<file path="src/rtl/typed_io_register_file_with_stack_unit_macros.svh">
// Assertion macros for the typed I/O register file with stack unit.
// Users must have clk and arst_n in scope; checks are off while reset is low.
`ifndef TYPED_IO_REGISTER_FILE_WITH_STACK_UNIT_MACROS_SVH
`define TYPED_IO_REGISTER_FILE_WITH_STACK_UNIT_MACROS_SVH

// Same-cycle implication.
`define TIORF_ASSERT_IMPL(name, ante, cons) \
	name: assert property (@(posedge clk) disable iff (!arst_n) (ante) |-> (cons)) \
		else $error("tiorf: same-cycle check failed");

// Next-cycle implication.
`define TIORF_ASSERT_NEXT(name, ante, cons) \
	name: assert property (@(posedge clk) disable iff (!arst_n) (ante) |=> (cons)) \
		else $error("tiorf: next-cycle check failed");

`endif

</file>
<file path="src/rtl/tiorf_pkg.sv">
// Shared constants, codes and types for the typed I/O register file with stack unit.
// No dependencies.
package tiorf_pkg;

	// Sizes of the stores.
	localparam int REG_COUNT   = 256;
	localparam int MEM_BYTES   = 8192;
	localparam int TIMER_COUNT = 6;

	localparam int RF_AW = $clog2(REG_COUNT);
	localparam int DM_AW = $clog2(MEM_BYTES);
	localparam int TL_W  = (TIMER_COUNT > 1) ? $clog2(TIMER_COUNT) : 1;

	// Index arithmetic width: holds the largest register index plus one.
	localparam int IDX_W = 11;
	// Stack compare width: holds a 16-bit pointer and the data memory size.
	localparam int SP_CW = 17;

	// Reset clearing pass covers the larger of the two memories.
	localparam int CLR_DEPTH = (REG_COUNT > MEM_BYTES) ? REG_COUNT : MEM_BYTES;
	localparam int CLR_W     = $clog2(CLR_DEPTH);

	localparam logic [IDX_W-1:0] REG_LIM    = IDX_W'(REG_COUNT);
	localparam logic [SP_CW-1:0] MEM_LIM    = SP_CW'(MEM_BYTES);
	localparam logic [2:0]       TIMER_LIM  = 3'(TIMER_COUNT);
	localparam logic [CLR_W-1:0] CLR_LAST   = CLR_W'(CLR_DEPTH - 1);
	localparam logic [CLR_W:0]   CLR_RF_LIM = (CLR_W + 1)'(REG_COUNT);
	localparam logic [CLR_W:0]   CLR_DM_LIM = (CLR_W + 1)'(MEM_BYTES);

	localparam logic [7:0]  BYTE_ONES     = 8'hFF;
	localparam logic [13:0] SP_NARROW_MAX = 14'd256;

	// Configuration port.
	localparam int CFG_IW = 2;
	localparam int CFG_DW = 14;
	localparam logic [CFG_IW-1:0] CFG_STACK_IDX = 2'd0;
	localparam logic [CFG_IW-1:0] CFG_RAM_START = 2'd1;
	localparam logic [CFG_IW-1:0] CFG_RAM_SIZE  = 2'd2;

	localparam logic [7:0]  RST_STACK_IDX = 8'd93;
	localparam logic [13:0] RST_RAM_START = 14'd256;
	localparam logic [13:0] RST_RAM_SIZE  = 14'd2048;

	// Access kinds.
	localparam logic [2:0] K_READ   = 3'd0;
	localparam logic [2:0] K_WRITE  = 3'd1;
	localparam logic [2:0] K_MASKED = 3'd2;
	localparam logic [2:0] K_PUSH   = 3'd3;
	localparam logic [2:0] K_POP    = 3'd4;

	// Register types.
	localparam logic [2:0] T_RSVD  = 3'd0;
	localparam logic [2:0] T_PLAIN = 3'd1;
	localparam logic [2:0] T_CLR   = 3'd2;
	localparam logic [2:0] T_EEP   = 3'd3;
	localparam logic [2:0] T_SPM   = 3'd4;
	localparam logic [2:0] T_TCTRL = 3'd5;
	localparam logic [2:0] T_TLOW  = 3'd6;
	localparam logic [2:0] T_THIGH = 3'd7;

	// Event codes.
	localparam logic [2:0] EV_NONE   = 3'd0;
	localparam logic [2:0] EV_FAULT  = 3'd1;
	localparam logic [2:0] EV_TIMER  = 3'd2;
	localparam logic [2:0] EV_EEPROM = 3'd3;
	localparam logic [2:0] EV_SPM    = 3'd4;

	// Configuration as seen by the sequencer.
	typedef struct packed {
		logic [7:0]  stack_idx;
		logic [14:0] limit;
		logic        sp_wide;
	} cfg_t;

endpackage

</file>
<file path="src/rtl/tiorf_cfg.sv">
// Configuration registers and the stack limit and width derived from them.
// Depends on tiorf_pkg.
module tiorf_cfg
	import tiorf_pkg::*;
(
	input  logic              clk,
	input  logic              arst_n,
	input  logic              cfg_valid,
	output logic              cfg_ready,
	input  logic [CFG_IW-1:0] cfg_index,
	input  logic [CFG_DW-1:0] cfg_data,
	output cfg_t              cfg
);

	logic [7:0]  stack_idx_q;
	logic [13:0] ram_start_q;
	logic [13:0] ram_size_q;
	logic [14:0] limit_q;
	logic        sp_wide_q;

	assign cfg_ready = 1'b1;

	// Register writes, plus the derived limit and pointer width in the cycle after.
	always_ff @(posedge clk or negedge arst_n) begin
		if (!arst_n) begin
			stack_idx_q <= RST_STACK_IDX;
			ram_start_q <= RST_RAM_START;
			ram_size_q  <= RST_RAM_SIZE;
			limit_q     <= {1'b0, RST_RAM_START} + {1'b0, RST_RAM_SIZE};
			sp_wide_q   <= 1'b1;
		end else begin
			if (cfg_valid) begin
				case (cfg_index)
					CFG_STACK_IDX: stack_idx_q <= cfg_data[7:0];
					CFG_RAM_START: ram_start_q <= cfg_data;
					CFG_RAM_SIZE:  ram_size_q  <= cfg_data;
					default: ;
				endcase
			end
			limit_q   <= {1'b0, ram_start_q} + {1'b0, ram_size_q};
			sp_wide_q <= ram_size_q > SP_NARROW_MAX;
		end
	end

	assign cfg.stack_idx = stack_idx_q;
	assign cfg.limit     = limit_q;
	assign cfg.sp_wide   = sp_wide_q;

endmodule

</file>
<file path="config.mk">
export PLATFORM = sky130hd
export DESIGN_NAME = tiorf_cfg
export DESIGN_NICKNAME = d
export VERILOG_FILES = /design/src/rtl/typed_io_register_file_with_stack_unit_macros.svh /design/src/rtl/tiorf_pkg.sv /design/src/rtl/tiorf_cfg.sv
export SDC_FILE = /design/constraint.sdc
export NUM_CORES = 1
export LEC_CHECK = 0
export BUFFER_PORTS_ARGS = -buffer_cell sky130_fd_sc_hd__buf_2
export CAP_MARGIN = 20
export CORE_ASPECT_RATIO = 1.75
export CORE_MARGIN = 10
export CORE_UTILIZATION = 50
export CTS_CLUSTER_DIAMETER = 120
export DETAILED_ROUTE_END_ITERATION = 7
export PLACE_DENSITY = 0.76
export SYNTH_ARGS = -nofsm -noshare
export SYNTH_HDL_FRONTEND = slang
export SYNTH_SLANG_ARGS = --single-unit
export TNS_END_PERCENT = 30
</file>
<file path="constraint.sdc">
create_clock -name clk -period 2.4 [get_ports clk]
set_clock_uncertainty 0.15 [all_clocks]
set_input_delay 0.6 -clock clk [delete_from_list [all_inputs] [get_ports clk]]
set_output_delay 0.6 -clock clk [all_outputs]
set_load 0.005 [all_outputs]
</file>
==> impl_results.md, run 1 <==
- Gp weighted congestion: 0.751
- Layout Nets: 268
- Fmax: 438 MHz
- ANT cells: 0
- I/O pins: 44
- Critical R2R Capture: limit_q[12]$_DFF_PN0_
- Asr flop ratio synth: 100%
- Mux cell area share after synthesis: 17.1%
- Outcome: completed
- Adder-cell share of the synthesized area: 8.02%
- Detailed-route via count: 1544
- Total track usage: 11.1%
- Die area: 0.00817 sq mm
- Hold Vio Cnt, Final: 0
- GR Overflow Total: 0
- Ys Warns: 0
- Placement Cell Area: 0.00273 sq mm
- Layout cells sized above 1: 48.1%
- Post-Syn Area: 0.00243 sq mm
- Die width: 72.7 microns
- Synth Area in XOR/XNOR: 3.60%
- Fillers: 402
- Kind of end point of the critical path: flip-flop
- Final Instance Count excl. Fillers: 287
- Minimum clock period: 2.29 ns
- Routed WL: 4380 microns
- RSZ-0062 raised after global routing: false
- Max cap viols: 0
- DRT antenna net count: 0
- Register area share after synthesis: 54.0%
- Worst R2R Path Depth: 7
- Worst-Margin Slew: 0.625 ns
- Number of global-route vias before repair: 1611
- Crit start category: flip-flop
- Pin count of the biggest net entering global routing: 53
- Final worst path period share: 95.2%
- Number of buffers added on ports: 42
- First-pass GRT wire length: 7400 microns
- Layout area overhead: 17.2%
- Peak VDD IR: 0.584 mV
- Worst-path clk slew: 0.09 ns
- CTS tree: done
- Post-synth EDFFs: 0
- Flop-to-flop setup slack: 0.11 ns
- Hpwl dp: 3420 microns
- Worst EP required: 2.45 ns
- Routed WL per cell: 15.2 microns
- Final core area utilization: 60.6%
- Final instance area: 0.00285 sq mm
- Initial antenna violation count: 0
- Worst hold path class: in -> async
- Root Buffer: clkbuf_8
- Post-synthesis simple-gate area fraction: 6.89%
- Setup CP Type: reg -> reg
- Die height: 112 microns
- Vias per cell: 5.38
- Largest family of logic cells by synthesized area: multiplexers
- Final setup margin: 0.114 ns
- Final Slew Violations: 0
- Register bit total from synthesis: 52
- Row count: 33
- CP Max Fanout: 4
- Critical path arrival: 2.33 ns
- Core Region: 0.00471 sq mm
- Cells after DPL: 277
- Post-Syn Instances: 182
- Setup violators final: 0
- CTS H-tree depth: 2
- Iter 0 DRT Violations: 30
- Clk_lat worst skew: 0.31 ns
- Sum Neg Setup Slack: 0 ns
- Max transition margin: 58.3%
- Number of remaining DRC errors: 0
- Total clock sinks: 52
- PD cells: 964 mW/mm^2
- Clk buf depth: 2
- Mapped Nets: 216
- Reg2Reg Launch Point: ram_start_q[0]$_DFFE_PN0P_
- Complex-gate fraction of the synthesized area: 9.20%
- Setup WS pre-CTS: -0.00996 ns
- Synth Flop Type: dfrtp_1
- Leakage power: 1.33 nW
- Netlist cell types: 40
- Mean area per synthesized cell: 13.4 sq um
- 1st-pass router iterations: 6
- TritonCTS Buffers: 5
- Initial Util: 51.7%
-- power by group --
group          switching, mW  internal, mW  total, mW
sequential            0.0997          1.15       1.25
clock                  0.291         0.209      0.501
combinational          0.471         0.529      0.999
-- metrics by stage --
| stage | total power [mW] | hold slack (ns) |
|---|---|---|
| 2_1_floorplan | 1.91 | 0.154 |
| 3_3_place_gp | 2.22 | 0.337 |
| 3_5_place_dp | 2.25 | 0.347 |
| 4_1_cts | 2.77 | 0.257 |
| 5_1_grt | 2.96 | 0.289 |
| 6_report | 2.75 | 0.243 |
-- cells in the mapped netlist, types with 3 or more instances --
master | count | area, sq um
a21oi_1 | 11 | 55.1
o21ai_0 | 5 | 25.0
dfstp_2 | 10 | 263
nand2_1 | 5 | 18.8
clkbuf_1 | 3 | 11.3
a21o_1 | 7 | 52.6
mux2_2 | 36 | 405
ha_1 | 14 | 175
dfrtp_1 | 42 | 1050
nor2_1 | 6 | 22.5
xor2_1 | 3 | 26.3
xnor2_1 | 7 | 61.3
-- cell usage in the layout, fill, tap and decap left out, types with 6 or more instances in the layout --
cell type,n
buf_2,42
dfrtp_1,42
mux2_2,36
ha_1,13
a21oi_1,11
dfstp_2,10
buf_4,8
a21o_1,7
xnor2_1,7
nor2_1,6
-- state kept, by name, summed over array words and instances, names as in the netlist --
register	count
limit_q	15
sp_wide_q	1
ram_size_q	14
stack_idx_q	8
ram_start_q	14
-- metal layers --
layer / wire (microns) / GRT usage (%) / vias to the layer above
met1: 1760 / 12.7 / 738
met4: 71 / 4.58 / 0
met2: 2280 / 18.0 / 36
met3: 263 / 3.97 / 7
met5: 0 / 0 / -
li1: - / - / 763
-- worst max-delay path: stages, from the launching register on --
cell and delay (ns):
dfrtp_1 0.39, ha_2 0.20, fa_2 0.34, a21o_1 0.18
a221o_1 0.38, a2111oi_4 0.31, nor2_1 0.09, xor2_1 0.14
-- cell families (layout without fill, tap and decap cells) --
family                   after synthesis  after routing
flip-flops                            52             52
multiplexers                          37             37
AND/OR/NAND/NOR                       29             29
other                                  1              1
adder cells (fa/ha/maj)               15             15
buffers and inverters                  5             58
AO/OA/AOI/OAI                         33             33
XOR/XNOR                              10             10
-- area by class of cell --
| cell class | instances | area, sq um | share of cell area (%) |
|---|---|---|---|
| Multi-Input combinational cell | 125 | 1110 | 39.0 |
| Tap cell | 52 | 65.1 | 2.28 |
| Timing Repair Buffer | 50 | 270 | 9.48 |
| Sequential cell | 52 | 1310 | 46.1 |
| Clock buffer | 5 | 68.8 | 2.41 |
| Clock inverter | 3 | 22.5 | 0.790 |
-- repair_timing --
action / in CTS / in global routing
endpoints found under the setup margin: 1 / 2
pin swaps: 4 / 2
resized for setup: 2 / 1
gates cloned: 0 / 0
setup buffers: 1 / 1
hold buffers: 0 / 0
-- how the worst max path moves through the flow --
stage	startpoint	end	slack [ns]	depth (start not counted)
5_1_grt	ram_start_q[0]$_DFFE_PN0P_	limit_q[12]$_DFF_PN0_	0.008	7
4_1_cts	ram_size_q[0]$_DFFE_PN0P_	limit_q[12]$_DFF_PN0_	0.02	7
3_5_place_dp	ram_size_q[0]$_DFFE_PN0P_	limit_q[12]$_DFF_PN0_	-0.01	7
3_3_place_gp	ram_size_q[0]$_DFFE_PN0P_	limit_q[12]$_DFF_PN0_	0.04	7
2_1_floorplan	ram_start_q[0]$_DFFE_PN0P_	limit_q[12]$_DFF_PN0_	0.11	7
6_report	ram_start_q[0]$_DFFE_PN0P_	limit_q[12]$_DFF_PN0_	0.11	7
Note: power is estimated with default switching activity, not from simulation.
==> run 2: changes to the inputs <==
--- a/config.mk
+++ b/config.mk
@@ -9,10 +9,11 @@
 export CAP_MARGIN = 20
 export CORE_ASPECT_RATIO = 1.75
 export CORE_MARGIN = 10
-export CORE_UTILIZATION = 50
+export CORE_UTILIZATION = 52
+export CTS_BUF_LIST = sky130_fd_sc_hd__clkbuf_8
 export CTS_CLUSTER_DIAMETER = 120
 export DETAILED_ROUTE_END_ITERATION = 7
-export PLACE_DENSITY = 0.76
+export PLACE_DENSITY = 0.78
 export SYNTH_ARGS = -nofsm -noshare
 export SYNTH_HDL_FRONTEND = slang
 export SYNTH_SLANG_ARGS = --single-unit
==> impl_results.md, run 2 (synthesis results as in run 1) <==
- Hold_ws: 0.251 ns
- Most frequent cells in the layout: buf_2, dfrtp_1, mux2_2, ha_1
- Total track usage: 12.1%
- Worst-path clk slew: 0.09 ns
- DRT antenna net count: 0
- Vias per cell: 5.57
- Combinational group share of total power: 34.7%
- Initial Util: 54.3%
- CTS H-tree depth: 2
- Peak VDD IR: 0.686 mV
- Die area: 0.00792 sq mm
- Layout Nets: 268
- Row count: 32
- Crit start category: flip-flop
- Clk buf depth: 2
- CTS Hold Bufs: 0
- Total net switching power: 0.869 mW
- Iter 0 DRT Violations: 42
- Largest registers: limit_q: 15 flops, ram_size_q: 14 flops, ram_start_q: 14 flops
- First-pass GRT wire length: 7990 microns
- Outcome: completed
- RSZ-0062 raised after global routing: true
- Number of global-route vias before repair: 1705
- Layout area overhead: 19.0%
- ANT cells: 0
- 1st-pass router iterations: 4
- Worst EP required: 2.43 ns
- Final Slew Violations: 0
- Gp weighted congestion: 0.805
- Kind of end point of the critical path: flip-flop
- GR Overflow Total: 0
- Layout cells sized above 1: 48.1%
- Final Power: 2.96 mW
- Number of buffers added on ports: 42
- Routed WL: 4690 microns
- Worst hold path class: in -> async
- PD cells: 1020 mW/mm^2
- Max transition margin: 58.7%
- Die height: 111 microns
- Leakage power: 1.35 nW
- Setup violators final: 0
- CP Max Fanout: 4
- Worst-Margin Slew: 0.620 ns
- Hpwl dp: 3460 microns
- Sum Neg Setup Slack: 0 ns
- Root Buffer: clkbuf_8
- TritonCTS Buffers: 5
- Core Region: 0.00448 sq mm
- Hold Vio Cnt, Final: 0
- Clk pwr share: 23.1%
- Number of remaining DRC errors: 0
- CTS tree: done
- Max FFs per register: 15
- Final worst path period share: 97.0%
- Detailed-route via count: 1593
- Max cap viols: 0
- Pin count of the biggest net entering global routing: 53
- Clk_lat worst skew: 0.30 ns
- Critical path arrival: 2.36 ns
- Biggest register: limit_q
- Setup CP Type: reg -> reg
- Fmax: 430 MHz
- Sequential share of power: 42.1%
- Routed WL per cell: 16.4 microns
- Minimum clock period: 2.33 ns
- Die width: 71.7 microns
- Switching share of power: 29.4%
- Total clock sinks: 52
- I/O pins: 44
- Internal: 2.09 mW
- Initial antenna violation count: 0
[run 2: cell count changes in the layout (fill, tap and decap cells not counted), sizes merged]
| cell | previous run | this run |
|---|---|---|
| bufinv | 0 | 2 |
| clkinv | 2 | 0 |
[run 2: power by group through the flow]
stage / combinational, mW / sequential [mW] / clock (mW)
6_report: 1.03 / 1.25 / 0.685
5_1_grt: 1.15 / 1.28 / 0.749
4_1_cts: 1.02 / 1.25 / 0.700
3_5_place_dp: 0.993 / 1.27 / 0
3_3_place_gp: 0.967 / 1.26 / 0
2_1_floorplan: 0.634 / 1.28 / 0
[run 2: worst max-delay path: stages (launching register included)]
cell and delay [ns]:
dfrtp_1 0.39, ha_2 0.20, fa_2 0.34, a21o_1 0.18, a221o_1 0.40, a2111oi_4 0.32
nor2_1 0.09, xor2_1 0.14
[run 2: final timing paths]
check | from | to | slack, ns | cells past startpoint
hold reg to reg | ram_size_q[9]$_DFFE_PN0P_ | sp_wide_q$_DFF_PN1_ | 0.35 | 1
max in group asynchronous | arst_n | ram_size_q[13]$_DFFE_PN0P_ | 1.43 | 2
setup reg to reg | ram_start_q[0]$_DFFE_PN0P_ | limit_q[12]$_DFF_PN0_ | 0.07 | 7
min in group clk | ram_size_q[9]$_DFFE_PN0P_ | sp_wide_q$_DFF_PN1_ | 0.35 | 1
hold / removal | arst_n | ram_size_q[12]$_DFFE_PN0P_ | 0.25 | 2
setup / recovery | ram_start_q[0]$_DFFE_PN0P_ | limit_q[12]$_DFF_PN0_ | 0.07 | 7
[run 2: layout make-up]
class                      count  area [sq um]
tap                           51          63.8
clock inverter                 3          63.8
clock buffer                   5          68.8
timing repair buffer          50           270
sequential                    52          1310
multi-input combinational    125          1110
fill                         373          1590
[run 2: repair_timing]
action	4_1_cts	5_1_grt
setup buffers	2	0
gates resized for setup	2	2
pin swaps	4	2
setup endpoints to repair	2	2
[run 2: per-stage QoR]
step	std cells	area, sq um	setup slack, ns	utilization, %
finish	286	2900	0.0726	64.6
global route	286	2900	-0.0129	64.6
CTS	286	2880	-0.000764	64.2
detailed placement	276	2730	-0.0264	60.8
global placement	276	2730	0.0427	60.8
floorplan	182	2430	0.105	-
[run 2: layer usage]
metal / wire length, microns / GRT usage (%)
met5: 0 / 0
met2: 2450 / 20.3
met1: 1910 / 13.7
met3: 257 / 4.12
met4: 66 / 3.88
